[src/design/japc_pkg.sv]
// Types and constants shared by the joint angle PID controller modules
package japc_pkg;

    localparam int ANGLE_FRAC_BITS = 8;
    localparam int GAIN_SHIFT      = 8 + ANGLE_FRAC_BITS;
    localparam int MAX_DUTY        = 230;

    // internal angle width: holds offset + target - calibrated angle
    localparam int ANG_W = 20;
    localparam logic signed [ANG_W-1:0] DEG180 = ANG_W'(180 << ANGLE_FRAC_BITS);
    localparam logic signed [ANG_W-1:0] DEG360 = ANG_W'(360 << ANGLE_FRAC_BITS);

    localparam int ERR_W  = 18;
    localparam int SUM_W  = 24;
    localparam int DERR_W = ERR_W + 1;
    localparam int OFF_W  = 18;
    localparam int P_W    = 17 + ERR_W;
    localparam int I_W    = 17 + SUM_W;
    localparam int D_W    = 17 + DERR_W;
    localparam int ACC_W  = I_W + 1;

    typedef enum logic [1:0] {
        REQ_TICK   = 2'd0,
        REQ_TARGET = 2'd1,
        REQ_SWITCH = 2'd2
    } req_t;

    localparam logic [2:0] CFG_KP_A        = 3'd0;
    localparam logic [2:0] CFG_KI_A        = 3'd1;
    localparam logic [2:0] CFG_KD_A        = 3'd2;
    localparam logic [2:0] CFG_KP_D        = 3'd3;
    localparam logic [2:0] CFG_KI_D        = 3'd4;
    localparam logic [2:0] CFG_KD_D        = 3'd5;
    localparam logic [2:0] CFG_INT_LIMIT   = 3'd6;
    localparam logic [2:0] CFG_INIT_OFFSET = 3'd7;

    typedef struct packed {
        logic [15:0] kp;
        logic [15:0] ki;
        logic [15:0] kd;
    } gains_t;

    typedef struct packed {
        gains_t      set_a;
        gains_t      set_d;
        logic [22:0] limit;
    } cfg_t;

    typedef struct packed {
        logic [1:0]         req_type;
        logic [16:0]        angle_sample;
        logic signed [16:0] target_angle;
        logic               link_select;
    } item_t;

    typedef struct packed {
        logic                  tick;
        logic signed [P_W-1:0] p_term;
        logic signed [I_W-1:0] i_term;
        logic signed [D_W-1:0] d_term;
        logic                  gain_set;
        logic                  set_changed;
    } prod_t;

endpackage

[src/design/japc_cfg.sv]
// Gain set and integral limit registers behind the write port
module japc_cfg (
    input  logic             clk,
    input  logic             rst_n,
    input  logic             cfg_wr_en,
    input  logic [2:0]       cfg_index,
    input  logic [22:0]      cfg_data,
    output japc_pkg::cfg_t   cfg
);

    japc_pkg::cfg_t cfg_reg;
    japc_pkg::cfg_t cfg_next;

    always_comb
    begin
        cfg_next = cfg_reg;
        if (cfg_wr_en)
        begin
            case (cfg_index)
                japc_pkg::CFG_KP_A:      cfg_next.set_a.kp = cfg_data[15:0];
                japc_pkg::CFG_KI_A:      cfg_next.set_a.ki = cfg_data[15:0];
                japc_pkg::CFG_KD_A:      cfg_next.set_a.kd = cfg_data[15:0];
                japc_pkg::CFG_KP_D:      cfg_next.set_d.kp = cfg_data[15:0];
                japc_pkg::CFG_KI_D:      cfg_next.set_d.ki = cfg_data[15:0];
                japc_pkg::CFG_KD_D:      cfg_next.set_d.kd = cfg_data[15:0];
                japc_pkg::CFG_INT_LIMIT: cfg_next.limit    = cfg_data;
                // offset is only loaded at reset, where the tracking offset resets to zero;
                // this index holds no register, so a write never reaches the datapath
                japc_pkg::CFG_INIT_OFFSET: ;
                default: ;
            endcase
        end
    end

    always_ff @(posedge clk or negedge rst_n)
    begin
        if (!rst_n)
        begin
            cfg_reg.set_a.kp <= 16'd256;
            cfg_reg.set_a.ki <= 16'd0;
            cfg_reg.set_a.kd <= 16'd0;
            cfg_reg.set_d.kp <= 16'd256;
            cfg_reg.set_d.ki <= 16'd0;
            cfg_reg.set_d.kd <= 16'd0;
            cfg_reg.limit    <= 23'd25600;
        end
        else
        begin
            cfg_reg <= cfg_next;
        end
    end

    assign cfg = cfg_reg;

endmodule

[src/design/japc_track.sv]
// Input register, error/offset tracking state and the three gain products
module japc_track (
    input  logic              clk,
    input  logic              rst_n,
    input  japc_pkg::cfg_t    cfg,
    input  japc_pkg::item_t   in_item,
    input  logic              in_valid,
    output logic              in_ready,
    output japc_pkg::prod_t   prod,
    output logic              prod_valid,
    input  logic              prod_ready
);

    localparam int AW = japc_pkg::ANG_W;

    japc_pkg::item_t item_reg;
    logic            item_valid_reg;
    japc_pkg::prod_t prod_reg;
    japc_pkg::prod_t prod_next;
    logic            prod_valid_reg;

    logic signed [16:0]                   target_reg;
    logic signed [16:0]                   target_next;
    logic signed [japc_pkg::SUM_W-1:0]    esum_reg;
    logic signed [japc_pkg::SUM_W-1:0]    esum_next;
    logic signed [japc_pkg::ERR_W-1:0]    prev_err_reg;
    logic signed [japc_pkg::ERR_W-1:0]    prev_err_next;
    logic signed [japc_pkg::OFF_W-1:0]    offset_reg;
    logic signed [japc_pkg::OFF_W-1:0]    offset_next;
    logic                                 active_set_reg;
    logic                                 active_set_next;

    logic                                 stage_ready;
    logic                                 fire;
    logic signed [AW-1:0]                 cal_raw;
    logic signed [AW-1:0]                 cal;
    logic signed [AW-1:0]                 err_raw;
    logic signed [AW-1:0]                 err_hi;
    logic signed [AW-1:0]                 err_wrap;
    logic signed [japc_pkg::ERR_W-1:0]    err;
    logic signed [japc_pkg::SUM_W:0]      sum_raw;
    logic signed [japc_pkg::SUM_W:0]      lim;
    logic signed [japc_pkg::SUM_W-1:0]    sum_clamped;
    logic signed [japc_pkg::DERR_W-1:0]   derr;
    logic signed [AW-1:0]                 off_raw;
    logic signed [AW-1:0]                 off_wrap;
    logic signed [AW-1:0]                 off_cand;
    japc_pkg::gains_t                     gains;
    logic signed [16:0]                   kp_s;
    logic signed [16:0]                   ki_s;
    logic signed [16:0]                   kd_s;

    assign stage_ready = !prod_valid_reg || prod_ready;
    assign fire        = item_valid_reg && stage_ready;
    assign in_ready    = !item_valid_reg || stage_ready;

    // calibrated angle and control error, one wrap step each
    always_comb
    begin
        cal_raw = AW'($signed({1'b0, item_reg.angle_sample})) + AW'(offset_reg);
        cal     = (cal_raw > japc_pkg::DEG180) ? cal_raw - japc_pkg::DEG360 : cal_raw;
        err_raw = AW'(target_reg) - cal;
        err_hi  = (err_raw > japc_pkg::DEG180) ? err_raw - japc_pkg::DEG360 : err_raw;
        err_wrap = (err_hi < -japc_pkg::DEG180) ? err_hi + japc_pkg::DEG360 : err_hi;
        err     = japc_pkg::ERR_W'(err_wrap);

        sum_raw = (japc_pkg::SUM_W+1)'(esum_reg) + (japc_pkg::SUM_W+1)'(err);
        lim     = $signed({2'b00, cfg.limit});
        if (sum_raw > lim)
            sum_clamped = japc_pkg::SUM_W'(lim);
        else if (sum_raw < -lim)
            sum_clamped = japc_pkg::SUM_W'(-lim);
        else
            sum_clamped = japc_pkg::SUM_W'(sum_raw);

        derr = japc_pkg::DERR_W'(err) - japc_pkg::DERR_W'(prev_err_reg);
    end

    // re-based offset, full wrap into (-180, 180]: try each period shift
    always_comb
    begin
        off_raw  = AW'(offset_reg) + AW'(target_reg) - cal;
        off_wrap = off_raw;
        off_cand = off_raw;
        for (int k = -3; k <= 3; k++)
        begin
            off_cand = off_raw + AW'(k) * japc_pkg::DEG360;
            if (off_cand > -japc_pkg::DEG180 && off_cand <= japc_pkg::DEG180)
                off_wrap = off_cand;
        end
    end

    always_comb
    begin
        gains = active_set_reg ? cfg.set_d : cfg.set_a;
        kp_s  = $signed({1'b0, gains.kp});
        ki_s  = $signed({1'b0, gains.ki});
        kd_s  = $signed({1'b0, gains.kd});

        target_next     = target_reg;
        esum_next       = esum_reg;
        prev_err_next   = prev_err_reg;
        offset_next     = offset_reg;
        active_set_next = active_set_reg;

        prod_next.tick        = 1'b0;
        prod_next.p_term      = japc_pkg::P_W'(kp_s) * japc_pkg::P_W'(err);
        prod_next.i_term      = japc_pkg::I_W'(ki_s) * japc_pkg::I_W'(sum_clamped);
        prod_next.d_term      = japc_pkg::D_W'(kd_s) * japc_pkg::D_W'(derr);
        prod_next.gain_set    = active_set_reg;
        prod_next.set_changed = 1'b0;

        case (item_reg.req_type)
            japc_pkg::REQ_TICK:
            begin
                prod_next.tick = 1'b1;
                esum_next      = sum_clamped;
                prev_err_next  = err;
            end
            japc_pkg::REQ_TARGET:
            begin
                target_next = item_reg.target_angle;
            end
            japc_pkg::REQ_SWITCH:
            begin
                offset_next           = japc_pkg::OFF_W'(off_wrap);
                active_set_next       = item_reg.link_select;
                prod_next.gain_set    = item_reg.link_select;
                prod_next.set_changed = item_reg.link_select != active_set_reg;
            end
            default: ;
        endcase
    end

    always_ff @(posedge clk or negedge rst_n)
    begin
        if (!rst_n)
        begin
            item_valid_reg <= 1'b0;
            prod_valid_reg <= 1'b0;
            target_reg     <= '0;
            esum_reg       <= '0;
            prev_err_reg   <= '0;
            offset_reg     <= '0;
            active_set_reg <= 1'b0;
        end
        else
        begin
            if (in_ready)
                item_valid_reg <= in_valid;
            if (stage_ready)
                prod_valid_reg <= item_valid_reg;
            if (fire)
            begin
                target_reg     <= target_next;
                esum_reg       <= esum_next;
                prev_err_reg   <= prev_err_next;
                offset_reg     <= offset_next;
                active_set_reg <= active_set_next;
            end
        end
    end

    always_ff @(posedge clk)
    begin
        if (in_valid && in_ready)
            item_reg <= in_item;
        if (fire)
            prod_reg <= prod_next;
    end

    assign prod       = prod_reg;
    assign prod_valid = prod_valid_reg;

endmodule

[src/design/japc_drive.sv]
// Effort sum, truncation and saturation, held drive and the output register
module japc_drive (
    input  logic               clk,
    input  logic               rst_n,
    input  japc_pkg::prod_t    prod,
    input  logic               prod_valid,
    output logic               prod_ready,
    output logic signed [8:0]  drive,
    output logic [7:0]         pwm_forward,
    output logic [7:0]         pwm_reverse,
    output logic               gain_set,
    output logic               set_changed,
    output logic               out_valid,
    input  logic               out_ready
);

    localparam int AC = japc_pkg::ACC_W;

    logic signed [8:0] held_reg;
    logic signed [8:0] drive_reg;
    logic signed [8:0] drive_next;
    logic [7:0]        fwd_reg;
    logic [7:0]        fwd_next;
    logic [7:0]        rev_reg;
    logic [7:0]        rev_next;
    logic              gain_reg;
    logic              changed_reg;
    logic              out_valid_reg;

    logic                fire;
    logic signed [AC-1:0] acc;
    logic [AC-1:0]        mag;
    logic [AC-1:0]        mag_sh;
    logic [7:0]           eff;
    logic signed [8:0]    eff_s;
    logic signed [8:0]    tick_drive;
    logic [7:0]           drive_mag;

    assign prod_ready = !out_valid_reg || out_ready;
    assign fire       = prod_valid && prod_ready;

    always_comb
    begin
        acc = AC'($signed(prod.p_term)) + AC'($signed(prod.i_term))
            + AC'($signed(prod.d_term));
        mag    = acc[AC-1] ? AC'(-acc) : AC'(acc);
        // shift of the magnitude gives truncation toward zero
        mag_sh = mag >> japc_pkg::GAIN_SHIFT;
        if (mag_sh > AC'(japc_pkg::MAX_DUTY))
            eff = 8'(japc_pkg::MAX_DUTY);
        else
            eff = mag_sh[7:0];
        eff_s      = $signed({1'b0, eff});
        tick_drive = acc[AC-1] ? -eff_s : eff_s;

        drive_next = prod.tick ? tick_drive : held_reg;
        drive_mag  = drive_next[8] ? 8'(-drive_next) : drive_next[7:0];
        fwd_next   = drive_next[8] ? drive_mag : 8'd0;
        rev_next   = drive_next[8] ? 8'd0 : drive_mag;
    end

    always_ff @(posedge clk or negedge rst_n)
    begin
        if (!rst_n)
        begin
            held_reg      <= '0;
            out_valid_reg <= 1'b0;
        end
        else
        begin
            if (prod_ready)
                out_valid_reg <= prod_valid;
            if (fire && prod.tick)
                held_reg <= tick_drive;
        end
    end

    always_ff @(posedge clk)
    begin
        if (fire)
        begin
            drive_reg   <= drive_next;
            fwd_reg     <= fwd_next;
            rev_reg     <= rev_next;
            gain_reg    <= prod.gain_set;
            changed_reg <= prod.set_changed;
        end
    end

    assign drive       = drive_reg;
    assign pwm_forward = fwd_reg;
    assign pwm_reverse = rev_reg;
    assign gain_set    = gain_reg;
    assign set_changed = changed_reg;
    assign out_valid   = out_valid_reg;

endmodule

[src/design/joint_angle_pid_controller_unit.sv]
// Path: a word accepted into the input register passes the gain product register, then the output register.
// Throughput: one word per cycle while out_ready does not stall; tracking state updates in one registered pass.
// Stages: input register, gain product register (three multipliers), output register.
// Reset (async, active low) clears valids, target, integral, previous error, offset,
// held drive and gain set select, and reloads the gain and limit registers.
module joint_angle_pid_controller_unit (
    input  logic               clk,
    input  logic               rst_n,
    input  logic               cfg_wr_en,
    input  logic [2:0]         cfg_index,
    input  logic [22:0]        cfg_data,
    input  logic               in_valid,
    output logic               in_ready,
    input  logic [1:0]         req_type,
    input  logic [16:0]        angle_sample,
    input  logic signed [16:0] target_angle,
    input  logic               link_select,
    output logic               out_valid,
    input  logic               out_ready,
    output logic signed [8:0]  drive,
    output logic [7:0]         pwm_forward,
    output logic [7:0]         pwm_reverse,
    output logic               gain_set,
    output logic               set_changed
);

    japc_pkg::cfg_t  cfg;
    japc_pkg::item_t in_item;
    japc_pkg::prod_t prod;
    logic            prod_valid;
    logic            prod_ready;

    assign in_item.req_type     = req_type;
    assign in_item.angle_sample = angle_sample;
    assign in_item.target_angle = target_angle;
    assign in_item.link_select  = link_select;

    japc_cfg u_cfg (
        .clk       (clk),
        .rst_n     (rst_n),
        .cfg_wr_en (cfg_wr_en),
        .cfg_index (cfg_index),
        .cfg_data  (cfg_data),
        .cfg       (cfg)
    );

    japc_track u_track (
        .clk        (clk),
        .rst_n      (rst_n),
        .cfg        (cfg),
        .in_item    (in_item),
        .in_valid   (in_valid),
        .in_ready   (in_ready),
        .prod       (prod),
        .prod_valid (prod_valid),
        .prod_ready (prod_ready)
    );

    japc_drive u_drive (
        .clk         (clk),
        .rst_n       (rst_n),
        .prod        (prod),
        .prod_valid  (prod_valid),
        .prod_ready  (prod_ready),
        .drive       (drive),
        .pwm_forward (pwm_forward),
        .pwm_reverse (pwm_reverse),
        .gain_set    (gain_set),
        .set_changed (set_changed),
        .out_valid   (out_valid),
        .out_ready   (out_ready)
    );

endmodule

[config.mk]
export PLATFORM = sky130hd
export DESIGN_NAME = joint_angle_pid_controller_unit
export DESIGN_NICKNAME = d
export VERILOG_FILES = /design/src/design/japc_pkg.sv /design/src/design/japc_cfg.sv /design/src/design/japc_track.sv /design/src/design/japc_drive.sv /design/src/design/joint_angle_pid_controller_unit.sv
export SDC_FILE = /design/constraint.sdc
export NUM_CORES = 2
export LEC_CHECK = 0
export BUFFER_PORTS_ARGS = -buffer_cell sky130_fd_sc_hd__buf_4
export CORE_MARGIN = 8
export CORE_UTILIZATION = 55
export CTS_BUF_LIST = sky130_fd_sc_hd__clkbuf_2
export CTS_CLUSTER_SIZE = 8
export DETAILED_ROUTE_END_ITERATION = 8
export PLACE_DENSITY_LB_ADDON = 0.05
export SETUP_SLACK_MARGIN = 0.15
export SLEW_MARGIN = 10
export SYNTH_ARGS = -nofsm -noshare
export SYNTH_HDL_FRONTEND = slang
export SYNTH_HIERARCHICAL = 1
export SYNTH_SLANG_ARGS = --single-unit
[constraint.sdc]
create_clock -name clk -period 35.2 [get_ports clk]
set_input_delay 7.04 -clock clk [delete_from_list [all_inputs] [get_ports clk]]
set_output_delay 7.04 -clock clk [all_outputs]
set_load 0.02 [all_outputs]
==> results.json <==
{
  "layout_min_cycle_time_ps": 21570,
  "postCtsSetupBuffers": 0,
  "ctsHtreeMaxLevel": 3,
  "dr.pass1.iters": 6,
  "dpl.hpwl_um": 154000,
  "maxCapViolCount": 0,
  "finClkSkew_ps": 184,
  "setup_tns_ps": 0,
  "hold_violations": 0,
  "synth_warnings": 6,
  "ctsResizeCount": 0,
  "required_ps": 36250,
  "postSynthCellCount": 7068,
  "crit_top_cell": "ha_1",
  "grt_setup_unrepaired": "no",
  "fin_nets": 8696,
  "die_w_um": 360,
  "setup_viol": 0,
  "grt_pass1_vias": 51400,
  "worstMarginPinSlew_ps": 1340,
  "initial_core_util_pct": 55.2,
  "drive_gt1_share_pct": 9.48,
  "cts_tree": "done",
  "grt_max_degree": 95,
  "final_cell_mix": "inv_1 (1,323), fa_1 (1,042), nand2_1 (821)",
  "worstSetupEndpointType": "flip-flop",
  "track_usage_pct": 28.8,
  "fmax_ghz": 0.0464,
  "gp_congestion": 0.936,
  "drtIter0Drc": 3210,
  "synth_cell_types": 119,
  "crit_buf_inv": 6,
  "synth_area_mm2": 0.0650,
  "clock_sinks": 388,
  "drc": 0,
  "crit_arrival_ps": 22620,
  "hold_class": "flip-flop to flip-flop",
  "worstSetupStartpointType": "flip-flop",
  "clk-insertion-delay-late_ps": 1470,
  "outcome": "completed",
  "area_growth_pct": 5.25,
  "antenna_found_initial": 5,
  "setup.worst_path.class": "flip-flop to flip-flop",
  "seq_area_frac_synth_pct": 16.3,
  "synth-async-reset-ratio_pct": 53.9,
  "clock_path_buffers": 3,
  "io_buffers": 96,
  "wl_um": 188000,
  "grt_pass1_wl_um": 293000,
  "post-route-period-util_pct": 61.3,
  "final_antenna_net_count": 0,
  "boundaryPins": 97,
  "core-area_mm2": 0.118,
  "cts_hold_buf": 0,
  "crit_fanout": 39,
  "synth.avg_cell_area_um2": 9.19,
  "yosys_register_bits": 388,
  "num_rows": 126,
  "root_buffer": "clkbuf_2",
  "slew_headroom_pct": 10.9,
  "largest_reg_flops": 119,
  "crit_family": "compound AO/OA/AOI/OAI gates",
  "fp.dieH_um": 360,
  "die-area_mm2": 0.129,
  "cp_slowest_cell": "o41ai_1",
  "cts_buffers": 108,
  "overflow": 0,
  "syn_nets": 8662,
  "wl_per_cell_um": 21.5,
  "cp_slowest_stage_delay_ps": 930,
  "mostFrequentLayoutCell": "inv_1",
  "cts.clk_slew.worst_paths_ps": 100,
  "drt-vias-per-instance": 5.72,
  "slew_viol_final": 0,
  "vias": 49900,
  "synth_edf_count": 179,
  "synth_flop_cell": "dfrtp_1"
}
-- metrics by stage --
stage               hold WS (ps)  util, %  instances  setup slack, ps  cell area (µm²)
floorplan                    400        -       7068            17570            65000
global placement             404     57.2       8528            14330            67300
detailed placement           416     57.2       8528            13960            67300
CTS                          442     58.1       8728            13910            68400
global route                 457     58.1       8733            12090            68400
finish                       434     58.1       8733            13630            68400
-- routing by layer --
| metal | global-route usage (%) | routed length (µm) | vias up |
|---|---|---|---|
| li1 | - | - | 22900 |
| met1 | 38.5 | 81900 | 25200 |
| met2 | 47.9 | 87400 | 1488 |
| met3 | 3.47 | 9680 | 348 |
| met4 | 11.8 | 8620 | 2 |
| met5 | 0 | 9 | - |
-- logic make-up after synthesis --
logic type      Yosys count  share of synthesized area (%)
flops                   388                           16.3
mux                     242                           4.10
fa+ha+maj              1527                           41.4
compound gates         1051                           11.0
buf+inv                1577                           9.43
simple gates           2020                           14.2
xor+xnor                263                           3.58
-- synth_stat cells (44+ instances only) --
| cell type | n | area share (%) |
|---|---|---|
| mux2_2 | 185 | 3.2 |
| ha_1 | 484 | 9.3 |
| nor2b_1 | 96 | 0.92 |
| inv_1 | 1323 | 7.6 |
| fa_1 | 1042 | 32 |
| and2_1 | 60 | 0.58 |
| dfrtp_1 | 204 | 7.9 |
| nor3_1 | 82 | 0.63 |
| nand2_1 | 822 | 4.7 |
| edfxtp_1 | 179 | 8.3 |
| mux2i_1 | 54 | 0.83 |
| a211oi_1 | 44 | 0.51 |
| nand2b_1 | 66 | 0.64 |
| a21o_1 | 100 | 1.2 |
| a21oi_1 | 248 | 1.9 |
| nand3_1 | 87 | 0.67 |
| clkbuf_1 | 176 | 1.0 |
| xor2_1 | 77 | 1.0 |
| o21ai_0 | 183 | 1.4 |
| nor2_1 | 581 | 3.4 |
| xnor2_1 | 184 | 2.5 |
-- final cells by class --
type / instances / area [µm²]
sequential: 388 / 10600
multi-input combinational: 5103 / 48400
timing repair buffer: 175 / 1320
clock inverter: 48 / 328
inverter: 1326 / 4980
antenna: 5 / 12.5
fill: 10800 / 49200
tap: 1536 / 1920
clock buffer: 152 / 761
-- path summary, 6_finish.rpt --
check                      cells after the start                     to  slack, ps            startpoint
hold / removal                                 0    u_drive/set_changed        430       u_track/prod[0]
setup reg to reg                              77       u_track/prod[77]      13630  u_track/item_reg[22]
setup / recovery                              77       u_track/prod[77]      13630  u_track/item_reg[22]
hold reg to reg                                0    u_drive/set_changed        430       u_track/prod[0]
min in group asynchronous                      1          u_cfg/cfg[49]       5620                 rst_n
max in group asynchronous                      2  u_track/target_reg[2]      27920                 rst_n
Power is not shown: default switching activity piles up to over one toggle a cycle in this logic, so the estimate is an artifact.
